==> config.mk <==
export PLATFORM = sky130hd
export DESIGN_NAME = thw_first
export DESIGN_NICKNAME = d
export VERILOG_FILES = /design/src/rtl/thw_first.sv
export SDC_FILE = /design/constraint.sdc
export NUM_CORES = 1
export LEC_CHECK = 0
export BUFFER_PORTS_ARGS = -buffer_cell sky130_fd_sc_hd__buf_2
export CAP_MARGIN = 20
export CORE_UTILIZATION = 28
export DETAILED_ROUTE_END_ITERATION = 10
export PLACE_DENSITY = 0.84
export SLEW_MARGIN = 20
export SYNTH_ARGS = -nofsm -noshare
export SYNTH_HDL_FRONTEND = slang
export SYNTH_SLANG_ARGS = --single-unit
export TNS_END_PERCENT = 1
==> constraint.sdc <==
create_clock -name vclk -period 2.43
set_input_delay 0.486 -clock vclk [all_inputs]
set_output_delay 0.486 -clock vclk [all_outputs]
set_load 0.01 [all_outputs]
==> src/rtl/thw_first.sv <==
`timescale 1ns / 1ps
// ----------------------------------------------------------------------------
// thw_first - first set flag along the chain
// gives the one-hot first flag and the mask from it to the end of the row
// ----------------------------------------------------------------------------
module thw_first #(
  parameter int N = 32
) (
  input  logic [N-1:0] sel,
  output logic [N-1:0] first,
  output logic [N-1:0] pre
);

  // log-step prefix or
  always_comb begin
    pre = sel;
    for (int s = 1; s < N; s = s * 2) begin
      pre = pre | (pre << s);
    end
    first = pre & ~(pre << 1);
  end

endmodule

# Word level (Yosys, flattened, before mapping)
# Index checks and enable logic that the tools add are counted.
# classes
bitwise_logic,7
# ops
op,count
$or 32x32->32,5
$and 32x32->32,1
$not 32->32,1
# totals
out_inout_bits,64
reg_bits,0

# Depth between registers and ports, before layout
# Gate-level depths: netlist of run 1.
# logic_depth
word_depth,7
depth_mapped,7

# Worst setup path before layout of run 1
# No wires, ideal clock.
# synth_timing
path_kind,input to output
from,in sel[0]
to,out first[21]
stages,7
t_required_ps,1944
n_path_buf,0
setup_slack_ps,-213
arrival_time_ps,2157
cell_sequence,nor4_4 nand2_2 nor2_2 inv_2 nor3_4 inv_1 nor4b_1
# synth_via
elab_chain_len,7
# synth_lines
item,line,text
from (decl),9,"input logic [N-1:0] sel,"
$or 32x32->32 (*) (5 in a row),18,pre = pre | (pre << s);
$not 32->32,20,first = pre & ~(pre << 1);
$and 32x32->32 (*),20,
to (decl),10,"output logic [N-1:0] first,"
# Every way passes the cells marked *; elsewhere a longest branch is shown, timed or not.

# Worst setup path after layout of run 1
# layout_timing
from,in sel[10]
to,out first[17]
# The elaborated chain is that of the path after synthesis.

==> results of run 1 <==
## final cells by class
type,instances,area (um2)
inverter,12,50.0
tap,27,33.8
multi-input combinational,91,661
timing repair buffer,130,781
fill,193,517
## worst min path at each step
stage               startpoint         to  depth (start not counted)
global placement       sel[23]  first[24]                          3
CTS                    sel[23]  first[24]                          3
detailed placement     sel[23]  first[24]                          3
global route           sel[30]    pre[31]                          3
floorplan              sel[14]  first[15]                          1
finish                 sel[23]  first[24]                          3
## power by group through the flow
stage               logic (mW)  clock network (mW)  registers, mW
floorplan               0.0276                   0              0
global route             0.119                   0              0
detailed placement      0.0969                   0              0
CTS                      0.105                   0              0
finish                   0.110                   0              0
global placement        0.0953                   0              0
## stage by stage
step                      area (um2)  instances
after global placement          1370        256
after floorplan                  647        106
after global routing            1530        260
after detailed placement        1370        256
after CTS                       1440        256
final                           1530        260
## worst max-delay path, delay by kind of cell
kind / cells / cell delay, ns
buffers and inverters: 4 / 0.45
and+or+nand+nor: 4 / 1.26
## synth_stat cells (all sizes together)
cell type and number:
nor2 16, inv 12, nand2 12, nor3 11, nor4 8, or3 8, and2 6, and3 5
a21oi 3, nand3 3, or2 3, or4 3, buf 2, nand2b 2, nor2b 2, nor4b 2
o211a 2, a2111oi 1, clkbuf 1, nand3b 1, nand4 1, nor3b 1, o21a 1
## cell usage in the layout, fill, tap and decap left out, types with 2 or more instances in the layout
| master | instances |
|---|---|
| a21oi_1 | 2 |
| and2_1 | 6 |
| and3_1 | 5 |
| buf_2 | 90 |
| buf_4 | 32 |
| buf_6 | 8 |
| inv_1 | 7 |
| inv_2 | 3 |
| inv_4 | 2 |
| nand2_1 | 10 |
| nand2_2 | 2 |
| nand2b_1 | 2 |
| nand3_2 | 2 |
| nor2_1 | 15 |
| nor2b_1 | 2 |
| nor3_1 | 7 |
| nor3_2 | 3 |
| nor4_1 | 3 |
| nor4_2 | 2 |
| nor4_4 | 3 |
| o211a_1 | 2 |
| or2_2 | 2 |
| or3_1 | 6 |
| or3_4 | 2 |
| or4_1 | 2 |
## kinds of logic (layout without fill, tap and decap cells)
| kind of cell | after synthesis | after routing | synth area share |
|---|---|---|---|
| AOI/OAI and AO/OA | 7 | 7 | 0.0916 |
| buffers and inverters | 15 | 142 | 0.102 |
| and+or+nand+nor | 84 | 84 | 0.807 |
## per-layer routing
| layer | track usage | up-vias | wire length, um |
|---|---|---|---|
| met4 | 0.0294 | 0 | 39 |
| met5 | 0 | - | 0 |
| met1 | 0.251 | 535 | 1180 |
| li1 | - | 632 | - |
| met3 | 0.0280 | 4 | 238 |
| met2 | 0.457 | 67 | 1460 |
## timing repair
item / CTS / global route
gates resized for setup: 18 / 11
pin swaps: 5 / 8
setup endpoints to repair: 27 / 28
setup buffers: 0 / 4
==> results_dict.tcl, run 1 <==
set metrics [dict create \
    dp_hpwl_mm 2.37 \
    crit_chain "buf_6 -> or4_4 -> nor4_4 -> buf_4 -> inv_4 -> or3_4 -> nor2_1 -> buf_2" \
    syn_nets 138 \
    violations "negative setup slack" \
    cp-startpoint "sel[10]" \
    nClkBuffers 0 \
    vias_per_cell 4.76 \
    start_kind "input port" \
    synth_cells 106 \
    detail-route-antenna-nets 0 \
    portBuffers 96 \
    max_stage_delay_ns 0.54 \
    netlist-cell-type-count 31 \
    worst_slew_pin_slew_ns 0.381 \
    antenna_found_initial 0 \
    post_drt_wl_per_cell_um 11.2 \
    seq_area_frac_synth 0 \
    vias 1238 \
    coreArea_um2 2040 \
    finalCritPeriodShare 1.10 \
    grt_max_degree 9 \
    gr-total-overflow 0 \
    synth.avg_cell_area_um2 5.93 \
    drive_above_1_share 0.678 \
    track_usage 0.227 \
    cp.arrival_ns 2.19 \
    die-area_um2 2440 \
    crit_required_ns 1.94 \
    yosys_warnings 0 \
    ir_drop_mv 0.0629 \
    setup_viol_count_final 19 \
    p_comb_frac 1.000 \
    dr.pass1.iters 3 \
    min_path_type "input port to output pin" \
    critPathMaxFanout 3 \
    initial_core_util 0.308 \
    fin_crit_ns 2.68 \
    max-cap-violations 0 \
    internal_power_mw 0.0544 \
    die_h_um 49.4 \
    fin_tns_setup_ns -2.24 \
    pin_count 96 \
    fin_total_pwr_mw 0.110 \
    timing.fmax_mhz 373 \
    hold_viol 0 \
    finalWirelength_mm 2.92 \
    first_iter_violations 5 \
    die_x_um 49.4 \
    powerDensity_nw_per_um2 71.8 \
    hold_slack_ns 1.26 \
    grt_pass1_wl_mm 4.56 \
    status "finished, violations left" \
    worst_path_max_delay_cell "or4_4" \
    grt_pass1_vias 1141 \
    fin_nets 267 \
    synthTopCellsByArea "nor2_1 (9.0%), nor3_1 (8.0%), or3_1 (8.0%), nor4_4 (6.8%), nand2_1 (6.6%)" \
    p_sw_frac 0.504 \
    relSlewSlack 0.742 \
    slew_violations 0 \
    synth_top_area_frac 0.0896 \
    synth_area_um2 628 \
    switching_power_mw 0.0552 \
    antenna_cells 0 \
    postLayoutCoreUtil 0.747 \
    pwr-share-seq 0 \
    ctsHoldBuffers 0 \
    rsz0062_at_grt "true" \
    register_area_um2 0 \
    timing.final.ws_setup_ns -0.248 \
    synthToLayoutAreaGrowth_pct 143 \
    setup.worst_path.end_class "output pin" \
    crit_end "first[17]" \
    clkPwrFrac 0 \
    synth_top_cell_by_area "nor2_1" \
    seq_cell_count 0 \
    gp_congestion 0.806 \
    dp_slack_ns -0.255 \
    p_leak_nw 0.791 \
    crit_type "input port to output pin" \
    rows 16 \
    drc 0 \
]
Note: power is estimated with default switching activity, not from simulation.
==> run 2: changes to the inputs <==
- PLACE_DENSITY: 0.84 -> 0.81
==> results_dict.tcl, run 2 (synthesized netlist as in run 1, its figures left out) <==
set metrics [dict create \
    final_cell_mix "buf_2 (90), buf_4 (31), nor2_1 (14), nand2_1 (10)" \
    hold_viol 0 \
    max_stage_delay_ns 0.54 \
    violations "negative setup slack" \
    grt_pass1_vias 1071 \
    met3_usage 0.0156 \
    register_area_um2 0 \
    grt_max_degree 9 \
    timing.fmax_mhz 381 \
    post_drt_wl_per_cell_um 10.8 \
    finalCritPeriodShare 1.08 \
    fin_crit_ns 2.63 \
    dr.pass1.iters 4 \
    use_met2 0.450 \
    p_leak_nw 0.773 \
    coreArea_um2 2040 \
    finalNonFillerCells 259 \
    antenna_cells 0 \
    worst-path-buf-inv 3 \
    dp_hpwl_mm 2.34 \
    track_usage 0.218 \
    portBuffers 96 \
    initial_core_util 0.308 \
    fin_nets 266 \
    cp.arrival_ns 2.14 \
    crit_chain "buf_2 -> or4_1 -> nor3_1 -> buf_4 -> nand3_2 -> or4_1 -> buf_2" \
    pin_count 96 \
    ir_drop_mv 0.0542 \
    gr-total-overflow 0 \
    ctsHoldBuffers 0 \
    synthToLayoutAreaGrowth_pct 137 \
    grt_pass1_wl_mm 4.42 \
    crit_required_ns 1.94 \
    mostFrequentLayoutCell "buf_2" \
    die-area_um2 2440 \
    finalWirelength_mm 2.80 \
    vias_per_cell 4.79 \
    max-cap-violations 0 \
    placed_cell_area_um2 1390 \
    detail-route-antenna-nets 0 \
    postLayoutCoreUtil 0.728 \
    die_x_um 49.4 \
    start_kind "input port" \
    gp_congestion 0.788 \
    hold_slack_ns 1.26 \
    critPathMaxFanout 2 \
    die_h_um 49.4 \
    vias 1241 \
    drive_above_1_share 0.664 \
    relSlewSlack 0.758 \
    dp_slack_ns -0.237 \
    fin_tns_setup_ns -0.912 \
    crit_type "input port to output pin" \
    slew_violations 0 \
    top_usage_layer "met2" \
    powerDensity_nw_per_um2 74.0 \
    antenna_found_initial 0 \
    drc 0 \
    seq_cell_count 0 \
    use_met1 0.250 \
    first_iter_violations 8 \
    worst_path_max_delay_cell "or4_1" \
    fin_total_pwr_mw 0.110 \
    dp_cells 259 \
    final_cell_area_um2 1490 \
    rsz0062_at_grt "true" \
    nClkBuffers 0 \
    timing.final.ws_setup_ns -0.198 \
    postCtsSetupRepairBufs 0 \
    setup.worst_path.end_class "output pin" \
    cp_top_family "simple AND/OR/NAND/NOR gates" \
    worst_slew_pin_slew_ns 0.360 \
    min_path_type "input port to output pin" \
    setup_viol_count_final 13 \
    status "finished, violations left" \
    rows 16 \
]
## run 2: cell types whose count changed in the layout (fill, tap and decap cells not counted), sizes merged
cell / before / now
buf: 130 / 129
## run 2: cell type report
type / instances / area [um2]
Timing Repair Buffer: 129 / 773
Multi-Input combinational cell: 91 / 634
Fill cell: 185 / 556
Inverter: 12 / 45.0
Tap cell: 27 / 33.8
## run 2: final timing paths
check	startpoint	to	slack, ns	depth (start not counted)
hold / removal	sel[22]	first[24]	1.26	3
setup / recovery	sel[14]	pre[31]	-0.20	7
## run 2: worst min-delay path, stage by stage
cell	delay, ns
buf_2	0.11
nor4_1	0.05
buf_2	0.13
## run 2: repair_timing
action,4_1_cts,5_1_grt
pin swaps,6,4
setup endpoints to repair,28,30
gates resized for setup,12,9
cloned,0,0
endpoints found under the hold margin,0,0
## run 2: layer usage
metal / vias up / share of wire
met5: - / 0
met4: 0 / 0
met3: 0 / 0.076
met2: 62 / 0.53
met1: 545 / 0.40
li1: 634 / -
## run 2: power by group
| group | internal (mW) | switching (mW) | leakage [nW] | total [mW] |
|---|---|---|---|---|
| logic | 0.0561 | 0.0539 | 0.773 | 0.110 |
| registers | 0 | 0 | 0 | 0 |
| clock network | 0 | 0 | 0 | 0 |
