[src/rtl/thw_pkg.sv]
`timescale 1ns / 1ps
// ----------------------------------------------------------------------------
// thw_pkg - shared types and constants of the history table
// entry layout, per-cell probe and flag groups, result and opcode codes
// ----------------------------------------------------------------------------
package thw_pkg;

  localparam int DEF_TABLE_DEPTH = 32;
  localparam int META_BYTES      = 256;

  // opcodes
  localparam logic [2:0] OP_ADD  = 3'd0;
  localparam logic [2:0] OP_RID  = 3'd1;
  localparam logic [2:0] OP_RKEY = 3'd2;
  localparam logic [2:0] OP_CLR  = 3'd3;
  localparam logic [2:0] OP_LIM  = 3'd4;

  // result kinds
  localparam logic [2:0] K_ADDED    = 3'd0;
  localparam logic [2:0] K_MOVED    = 3'd1;
  localparam logic [2:0] K_REMOVED  = 3'd2;
  localparam logic [2:0] K_CLEARED  = 3'd3;
  localparam logic [2:0] K_ECHO     = 3'd4;
  localparam logic [2:0] K_REJECTED = 3'd5;
  localparam logic [2:0] K_NOTFOUND = 3'd6;

  // register indexes
  localparam logic [1:0] REG_MEM_LIMIT = 2'd0;
  localparam logic [1:0] REG_MAX_AGE   = 2'd1;
  localparam logic [1:0] REG_MAX_ITEMS = 2'd2;

  // cell commands
  localparam logic [1:0] CELL_HOLD  = 2'd0;
  localparam logic [1:0] CELL_RIGHT = 2'd1;
  localparam logic [1:0] CELL_LEFT  = 2'd2;
  localparam logic [1:0] CELL_LOAD  = 2'd3;

  typedef struct packed {
    logic [63:0] key_high;
    logic [63:0] key_low;
    logic [63:0] event_time;
    logic [31:0] store_time;
    logic [31:0] size;
    logic [31:0] ident;
  } entry_t;

  typedef struct packed {
    logic [63:0] key_high;
    logic [63:0] key_low;
    logic [63:0] event_time;
    logic [31:0] now_time;
    logic [31:0] max_age;
    logic [31:0] target_id;
  } probe_t;

  typedef struct packed {
    logic key_eq;
    logic time_ge;
    logic aged;
    logic id_eq;
  } cell_flags_t;

endpackage

[src/rtl/thw_cell.sv]
`timescale 1ns / 1ps
// ----------------------------------------------------------------------------
// thw_cell - one table slot
// holds one entry, shifts it toward either neighbor and compares it to the item
// ----------------------------------------------------------------------------
module thw_cell import thw_pkg::*; (
  input  logic        clk,
  input  logic [1:0]  cmd,
  input  entry_t      left_i,
  input  entry_t      right_i,
  input  entry_t      load_i,
  input  probe_t      probe,
  output entry_t      ent_o,
  output cell_flags_t flags_o
);

  entry_t ent_r;
  entry_t ent_nxt;

  // next contents
  always_comb begin
    case (cmd)
      CELL_RIGHT: ent_nxt = right_i;
      CELL_LEFT:  ent_nxt = left_i;
      CELL_LOAD:  ent_nxt = load_i;
      default:    ent_nxt = ent_r;
    endcase
  end

  always_ff @(posedge clk) begin
    ent_r <= ent_nxt;
  end

  // local compares
  always_comb begin
    flags_o.key_eq  = (ent_r.key_high == probe.key_high) && (ent_r.key_low == probe.key_low);
    flags_o.time_ge = (ent_r.event_time >= probe.event_time);
    flags_o.aged    = ({1'b0, ent_r.store_time} + {1'b0, probe.max_age}) <
                      {1'b0, probe.now_time};
    flags_o.id_eq   = (ent_r.ident == probe.target_id);
  end

  assign ent_o = ent_r;

endmodule

[config.mk]
export PLATFORM = sky130hd
export DESIGN_NAME = thw_cell
export DESIGN_NICKNAME = d
export VERILOG_FILES = /design/src/rtl/thw_pkg.sv /design/src/rtl/thw_cell.sv
export SDC_FILE = /design/constraint.sdc
export NUM_CORES = 1
export LEC_CHECK = 0
export ABC_AREA = 1
export BUFFER_PORTS_ARGS = -buffer_cell sky130_fd_sc_hd__buf_2
export CAP_MARGIN = 10
export CORE_AREA = 2 2 565 567
export CTS_CLUSTER_DIAMETER = 50
export DETAILED_ROUTE_END_ITERATION = 16
export DIE_AREA = 0 0 567 569
export GPL_TIMING_DRIVEN = 0
export PLACE_DENSITY_LB_ADDON = 0.08
export SLEW_MARGIN = 15
export SYNTH_ARGS = -nofsm -noshare
export SYNTH_HDL_FRONTEND = slang
export SYNTH_SLANG_ARGS = --single-unit
[constraint.sdc]
create_clock -name clk -period 4.4 [get_ports clk]
set_input_delay 0.44 -clock clk [delete_from_list [all_inputs] [get_ports clk]]
set_output_delay 0.44 -clock clk [all_outputs]
set_load 0.03 [all_outputs]
---- After elaboration in Yosys (flattened, before gate mapping) ----
Cells that the tools add are included.
word-level totals
  output and inout bits ................... 292
  bits in registers ....................... 288
cells by class
  mux-type cells .......................... 1
  add/subtract/negate cells ............... 1
  order comparisons ....................... 2
  equality and inequality tests ........... 6
  reductions and logical operators ........ 2
operators with widths
  kind                                                             number
  288-bit case mux with 3 select lines                             1
  64-bit == test                                                   2
  64-bit >= comparator                                             1
  32-bit by 32-bit adder with 33-bit output                        1
  33-bit by 32-bit less-than comparator with 1-bit output          1
  32-bit == test                                                   1
  2-bit == test, second input constant                             2
  3-bit nonzero test                                               1
  2-bit by 1-bit == test with 1-bit output, second input constant  1
  1-bit logical AND                                                1

---- Logic depth before layout (Yosys ltp) ----
Gate-level depths: netlist (run 1).
  depth after elaboration ................. 2
  depth in mapped cells ................... 27

---- Worst setup path before layout (run 1) ----
OpenSTA, ideal clock, no wires.
  kind .................................... input-to-reg
  start ................................... input cmd[0]
  end ..................................... register ent_r (netlist bit ent_o[0]) (enable)
  setup slack ............................. -0.390 ns
  cell stages on the path ................. 3
  data arrival time ....................... 4.259 ns
  path through ............................ buf_2 buf_2 or2_2
between the ends
  word-level cells in the longest chain between the ends .. 2
RTL lines
  what                                                                              RTL line        RTL
  from (decl)                                                                       thw_cell.sv:8   input logic [1:0] cmd,
  2-bit == test / 2-bit by 1-bit == test with 1-bit output (equally long branches)  thw_cell.sv:22  case (cmd)
  3-bit nonzero test (no line) *                                                    -
  to (signal assigned)                                                              thw_cell.sv:31  ent_r <= ent_nxt;
  to (decl)                                                                         thw_cell.sv:17  entry_t ent_r;
Mark *: on every way between the ends. The rest lies on a longest branch, timed or not.
A chain may end at the register's enable or synchronous reset.

==> impl_results.md, run 1 <==
- Status: finished clean
- Final instance count without filler cells: 9153
- DPL Wire Length: 228000 µm
- Net switching fraction of the power: 34.5%
- Max transition margin: 34.3%
- Number of failing setup endpoints in the final timing report: 0
- Data required time at the worst endpoint: 3960 ps
- Total number of vias: 29.5k
- Final hold vios: 0
- Maximum buffer depth of the clock tree: 4
- Syn Nets: 3976
- Antenna-violating nets left: 0
- Pwr Density: 386 mW/mm²
- Sequential Power Share: 22.8%
- Vias per inst: 3.22
- Die area: 0.323 mm²
- Cell Area, Synth: 0.0208 mm²
- CTS tree: yes
- Sequential cell area fraction in the yosys report: 41.5%
- Post-synthesis area per instance: 7.74 µm²
- Effective utilization at floorplan: 6.58%
- Max cap viols: 0
- Clock Root Buffer: clkbuf_16
- Worst path arrival time: 3860 ps
- Setup repair after global routing missed its margin: yes
- Routed wire per std cell: 27.8 µm
- Setup tns final: 0 ps
- First-pass GRT wire length: 319000 µm
- Filler cell count in the final layout: 36.9k
- Peak fanout along the critical path: 5
- NetSw: 5.81 mW
- Register cell area after layout: 0.00865 mm²
- Standard cell core area: 0.317 mm²
- Area used by multi-input combinational logic: 0.0115 mm²
- Synth top area cells: edfxtp_1, nand2_1, nand3_1, ha_1, xnor2_1
- Peak clock frequency supported by timing: 233 MHz
- Maximum number of pins on one net before global-route repair: 41
- Leakage power summed over all cells: 19.6 nW
- Worst supply voltage drop on vdd: 0.316 mV
- CTS clock-pin slew for the worst setup and hold paths: 50 ps
- Post-synth EDFFs: 288
- Power share of the combinational group: 28.4%
- CP endpoint kind: output pin
- Detailed-route DRC error count: 0
- Cell total after placement: 8327
- Overall power: 16.8 mW
- Share of async-settable or async-resettable flops after synthesis: 0%
- Boundary Pins: 1447
- Worst Setup Start Kind: flop
- Library cells used by synthesis: 36
- Hold crit path type: in -> reg
- Final period util: 97.6%
- Vias in the first global route: 30.6k
- Total grt overflow: 0
- Largest area contributor in the synthesized netlist: edfxtp_1
- Overall routed net length: 254000 µm
- Clock network fraction of design power: 48.8%
- CTS Buf Count: 104
- Die width: 567 µm
- Die height: 569 µm
- End point of the worst hold path: ent_o[211]
- Worst Hold Launch: load_i[211]
- Iteration-0 DRC Markers: 1639
- Cell Int Power: 11.0 mW
- Final #Nets: 6105
- Worst hold slack: 91.9 ps
- Yosys top cell area share: 41.5%
- Clock sink count: 288
- Shortest period the worst path allows: 4300 ps
- Dominant cell by count in the synthesized netlist: nand2_1
- Ys flop type: edfxtp_1
- Num rows: 207
- Count of warnings emitted by yosys: 0
- Max Transition Viols Final: 0
- Critical path class: reg -> out
- Proportion of layout cells with a drive suffix above 1: 36.8%
- List of most frequent post-synthesis cells: nand2_1, nand3_1, edfxtp_1, inv_1, ha_1
- Number of levels the H-tree was split into: 3
- First drt pass iteration count: 5
- Max FFs per register: 288
- #FFs+latches synth: 288
- Least-Margin Pin Slew: 985 ps
- Number of antenna violations at the first check in global routing: 310
- Worst hold path stage count: 3
- Final weighted congestion of routability-driven global placement: 0.939
- Total routing usage reported by global routing: 15.2%
- Area Growth Syn to Fin: 109%
- Input/output buffers: 1446
- Syn Inst Count: 2693
[power by group through the flow]
stage / combinational, mW / sequential, mW / clock [mW]
2_1_floorplan: 1.40 / 4.33 / 0
3_3_place_gp: 4.12 / 3.92 / 0
3_5_place_dp: 4.12 / 3.90 / 0
4_1_cts: 4.82 / 3.85 / 8.53
5_1_grt: 5.20 / 3.87 / 8.58
6_report: 4.78 / 3.83 / 8.22
[metal layers]
metal / track usage, % / part of all wire, %
met5: 0 / 0.35
met4: 4.00 / 3.1
met3: 5.78 / 9.3
met2: 26.6 / 48
met1: 17.1 / 39
[cell usage in the layout (no fill, tap or decap), types with 101 or more instances in the layout]
| master | netlist | layout |
|---|---|---|
| buf_2 | 44 | 1489 |
| clkbuf_16 | 0 | 104 |
| dlygate4sd3_1 | 0 | 547 |
| edfxtp_1 | 288 | 288 |
| ha_1 | 127 | 101 |
| inv_1 | 202 | 200 |
| nand2_1 | 851 | 829 |
| nand3_1 | 613 | 609 |
| nor2_1 | 115 | 101 |
| xnor2_1 | 124 | 124 |
[critical path, stage by stage (launching register included)]
cell      delay (ps)
edfxtp_1         450
ha_4             310
nand2_1           70
nand2_1          150
nor2_4           190
o21ai_4           90
nand3b_1         280
xor2_1           200
ha_1             310
a21oi_2          140
nor2_1            60
nor2_1           130
nand2_2           80
nand2_2           70
nand2_2           50
a21oi_2          130
nand2_1           80
nor2_2           130
buf_6            160
[cell type report]
type	count	share of cell area, %
diodes	70	0.401
plain buffers	126	1.23
clock buffers	115	6.06
clock inverters	72	2.38
inverters	205	1.77
multi-input cells	2074	26.4
flip-flops and latches	288	19.8
well taps	4180	12.0
repair buffers	2023	30.0
[logic make-up (layout without fill, tap and decap cells)]
family	Yosys count	after routing	synth area share, %
xor+xnor	158	158	6.64
compound gates	124	124	3.26
fa+ha+maj	128	128	7.72
buf+inv	331	2541	6.26
simple gates	1664	1664	34.6
flops	288	288	41.5
other cells	0	70	0
[worst max-delay path by stage]
stage	end	slack, ps	start
floorplan	flags_o[1]	780	ent_o[64]
global placement	ent_o[81]	-1790	cmd[0]
detailed placement	flags_o[1]	-220	probe[32]
CTS	flags_o[1]	-180	ent_o[83]
global route	flags_o[1]	-190	ent_o[71]
finish	flags_o[1]	100	ent_o[85]
[metrics by stage]
step	worst slack, ps	area [µm²]	util [%]
2_1_floorplan	775	20900	-
3_3_place_gp	-1790	33300	10.5
3_5_place_dp	-216	33500	10.6
4_1_cts	-176	43100	13.6
5_1_grt	-186	43500	13.7
6_report	104	43700	13.8
[repair_timing]
item	CTS	global route
endpoints found under the setup margin	1	1
hold buffers	547	0
pin swaps	16	25
hold endpoints to repair	281	0
gates cloned	0	0
setup buffers	15	7
gates resized for setup	81	60
Power figures use the tool's default switching activity.
==> inputs of run 2 (changes only) <==
Settings changed: PLACE_DENSITY from default to 0.3, PLACE_DENSITY_LB_ADDON 0.08 to default.
==> impl_results.md, run 2 (same netlist as run 1, synthesis figures left out) <==
- Vias in the first global route: 30.2k (-1.4%)
- Detailed-route DRC error count: 0 (unchanged)
- Clock Root Buffer: clkbuf_16
- Number of failing setup endpoints in the final timing report: 0 (unchanged)
- Standard cell core area: 0.317 mm² (unchanged)
- Largest incremental delay on the critical path: 480 ps (+30 ps)
- Data required time at the worst endpoint: 3960 ps (about the same)
- Total grt overflow: 0 (unchanged)
- CTS tree: yes
- Pwr Density: 362 mW/mm² (-6.0%)
- Number of antenna violations at the first check in global routing: 282 (-9.0%)
- Post-Route Utilization: 13.3% (-0.45 points)
- Total routing usage reported by global routing: 16.1% (+0.88 points)
- GR met2 Demand/Resource: 26.1% (-0.58 points)
- Worst hold path stage count: 3 (unchanged)
- Buffers & Inverters on Critical Path: 1 (unchanged)
- Max Transition Viols Final: 0 (unchanged)
- Hold crit path type: in -> reg
- Family of cells with the greatest summed delay on the critical path: simple AND/OR/NAND/NOR gates
- First drt pass iteration count: 6 (+1)
- Clock network fraction of design power: 43.1% (-5.7 points)
- Final period util: 98.1% (+0.43 points)
- Maximum number of pins on one net before global-route repair: 45 (+9.8%)
- Net switching fraction of the power: 37.5% (+3.0 points)
- Max cap viols: 0 (unchanged)
- Peak clock frequency supported by timing: 232 MHz (-0.44%)
- End point of the worst hold path: ent_o[166]
- Antenna-violating nets left: 0 (unchanged)
- Critical path class: reg -> out
- NetSw: 5.74 mW (-1.3%)
- Proportion of layout cells with a drive suffix above 1: 36.6% (-0.20 points)
- Sequential Power Share: 25.6% (+2.8 points)
- Number of levels the H-tree was split into: 3 (unchanged)
- Worst slack after detailed placement: 101 ps (+317 ps)
- Vias per inst: 3.35 (+4.0%)
- Setup repair after global routing missed its margin: yes
- Worst Hold Launch: load_i[166]
- Power share of the combinational group: 31.2% (+2.8 points)
- Leakage power summed over all cells: 19.0 nW (-3.3%)
- CTS clock-pin slew for the worst setup and hold paths: 50 ps (about the same)
- Clock sink count: 288 (unchanged)
- Die width: 567 µm (unchanged)
- Slowest stage cell on the critical path: edfxtp_1
- Max transition margin: 13.0% (-21 points)
- Cell Int Power: 9.57 mW (-13%)
- Worst path arrival time: 3880 ps (+20 ps)
- Top library cells by usage in the layout, fill and taps aside: buf_2, nand2_1, nand3_1
- Input/output buffers: 1446 (unchanged)
- Final #Nets: 6048 (-0.93%)
- Peak fanout along the critical path: 4 (-1)
- Most common cell after layout, fill and taps aside: buf_2
- Shortest period the worst path allows: 4320 ps (+18.8 ps)
- Overall routed net length: 271000 µm (+6.3%)
- Final hold vios: 0 (unchanged)
- Routed wire per std cell: 29.8 µm (+7.1%)
- M3 GR Usage: 6.48% (+0.71 points)
- GR Layer Usage met1: 19.3% (+2.2 points)
- Iteration-0 DRC Markers: 2415 (+47%)
- Die area: 0.323 mm² (unchanged)
- Num rows: 207 (unchanged)
- Final weighted congestion of routability-driven global placement: 1.05 (+11%)
- CTS Buf Count: 87 (-16%)
- First-pass GRT wire length: 332000 µm (+4.0%)
- Worst-case setup margin in the final layout: 84.9 ps (-18.8 ps)
- Worst-path cell chain: ha_2, nand2_1, o21ai_1, a21oi_2, nor2_1, nor2_1, nand3_1, nand2_1, ha_1, nand2_1, nor3_2, and3_1, nand3_1, nor2_1, nor2_1, buf_4
- Worst supply voltage drop on vdd: 0.263 mV (-17%)
- Status: finished clean
- Most frequent cell on the critical path: nor2_1
- Filler cell count in the final layout: 36.9k (-0.19%)
- Die height: 569 µm (unchanged)
- Total number of vias: 30.5k (+3.2%)
- Most crowded layer after global routing: met2
- Boundary Pins: 1447 (unchanged)
- Maximum buffer depth of the clock tree: 4 (unchanged)
- Worst Setup Start Kind: flop
- Least-Margin Pin Slew: 1310 ps (+320 ps)
- Max FFs per register: 288 (unchanged)
- Area Growth Syn to Fin: 103%
- DPL Wire Length: 245000 µm (+7.4%)
- Effective utilization at floorplan: 6.58% (unchanged)
- CP endpoint kind: output pin
## run 2: changes by cell type in the layout (fill, tap and decap cells not counted), moves of 10 or more
cell           previous run  this run
a21oi_2                  11        23
bufinv_16                25        13
clkbuf_16               104        87
clkinv_2                 27        13
clkinvlp_4                2        12
dlygate4sd3_1           547       512
ha_4                     22         9
## run 2: area by class of cell
type	instances	area [µm²]	area share, %
antenna	78	195	0.462
inverter	205	772	1.83
sequential	288	8650	20.5
timing repair buffer	1983	12700	30.0
clock inverter	53	653	1.55
tap	4180	5230	12.4
multi-input combinational	2074	11300	26.7
buffer	126	541	1.28
clock buffer	97	2210	5.24
## run 2: metrics by stage
| step | setup TNS (ps) | power (mW) | instance area, µm² | hold slack (ps) | instances |
|---|---|---|---|---|---|
| floorplan | 0 | 5.73 | 20900 | 630 | 2693 |
| global route | -187 | 15.9 | 42100 | 36.4 | 9019 |
| CTS | -143 | 15.5 | 41600 | 0.695 | 8992 |
| finish | 0 | 15.3 | 42200 | 72.6 | 9084 |
| detailed placement | 0 | 8.16 | 33500 | 719 | 8327 |
| global placement | -493020 | 8.17 | 33300 | 720 | 8319 |
## run 2: how the worst max path moves through the flow
| stage | start | to | slack (ps) | depth (start not counted) |
|---|---|---|---|---|
| after floorplan | ent_o[64] | flags_o[1] | 780 | 27 |
| after global placement | cmd[0] | ent_o[68] | -1870 | 4 |
| after detailed placement | probe[32] | flags_o[1] | 100 | 25 |
| after CTS | ent_o[75] | flags_o[1] | -140 | 16 |
| after global routing | ent_o[64] | flags_o[1] | -190 | 28 |
| final | ent_o[80] | flags_o[1] | 80 | 16 |
## run 2: repair_timing
action / 4_1_cts / 5_1_grt
pin swaps: 0 / 23
setup endpoints to repair: 2 / 2
gates resized for setup: 25 / 79
hold buffers: 512 / 0
setup buffers: 3 / 14
hold endpoints to repair: 272 / 0
## run 2: power by group through the flow
stage	Sequential [mW]	Clock, mW	Combinational, mW
after detailed placement	3.99	0	4.17
after floorplan	4.33	0	1.40
final	3.92	6.60	4.78
after global placement	4.01	0	4.16
after CTS	3.95	6.81	4.71
after global routing	3.95	6.87	5.13
## run 2: per-layer routing
metal	part of all wire (%)	up-vias
li1	-	13400
met1	41	14500
met2	45	1885
met3	10	526
met4	3.5	150
met5	0.36	-
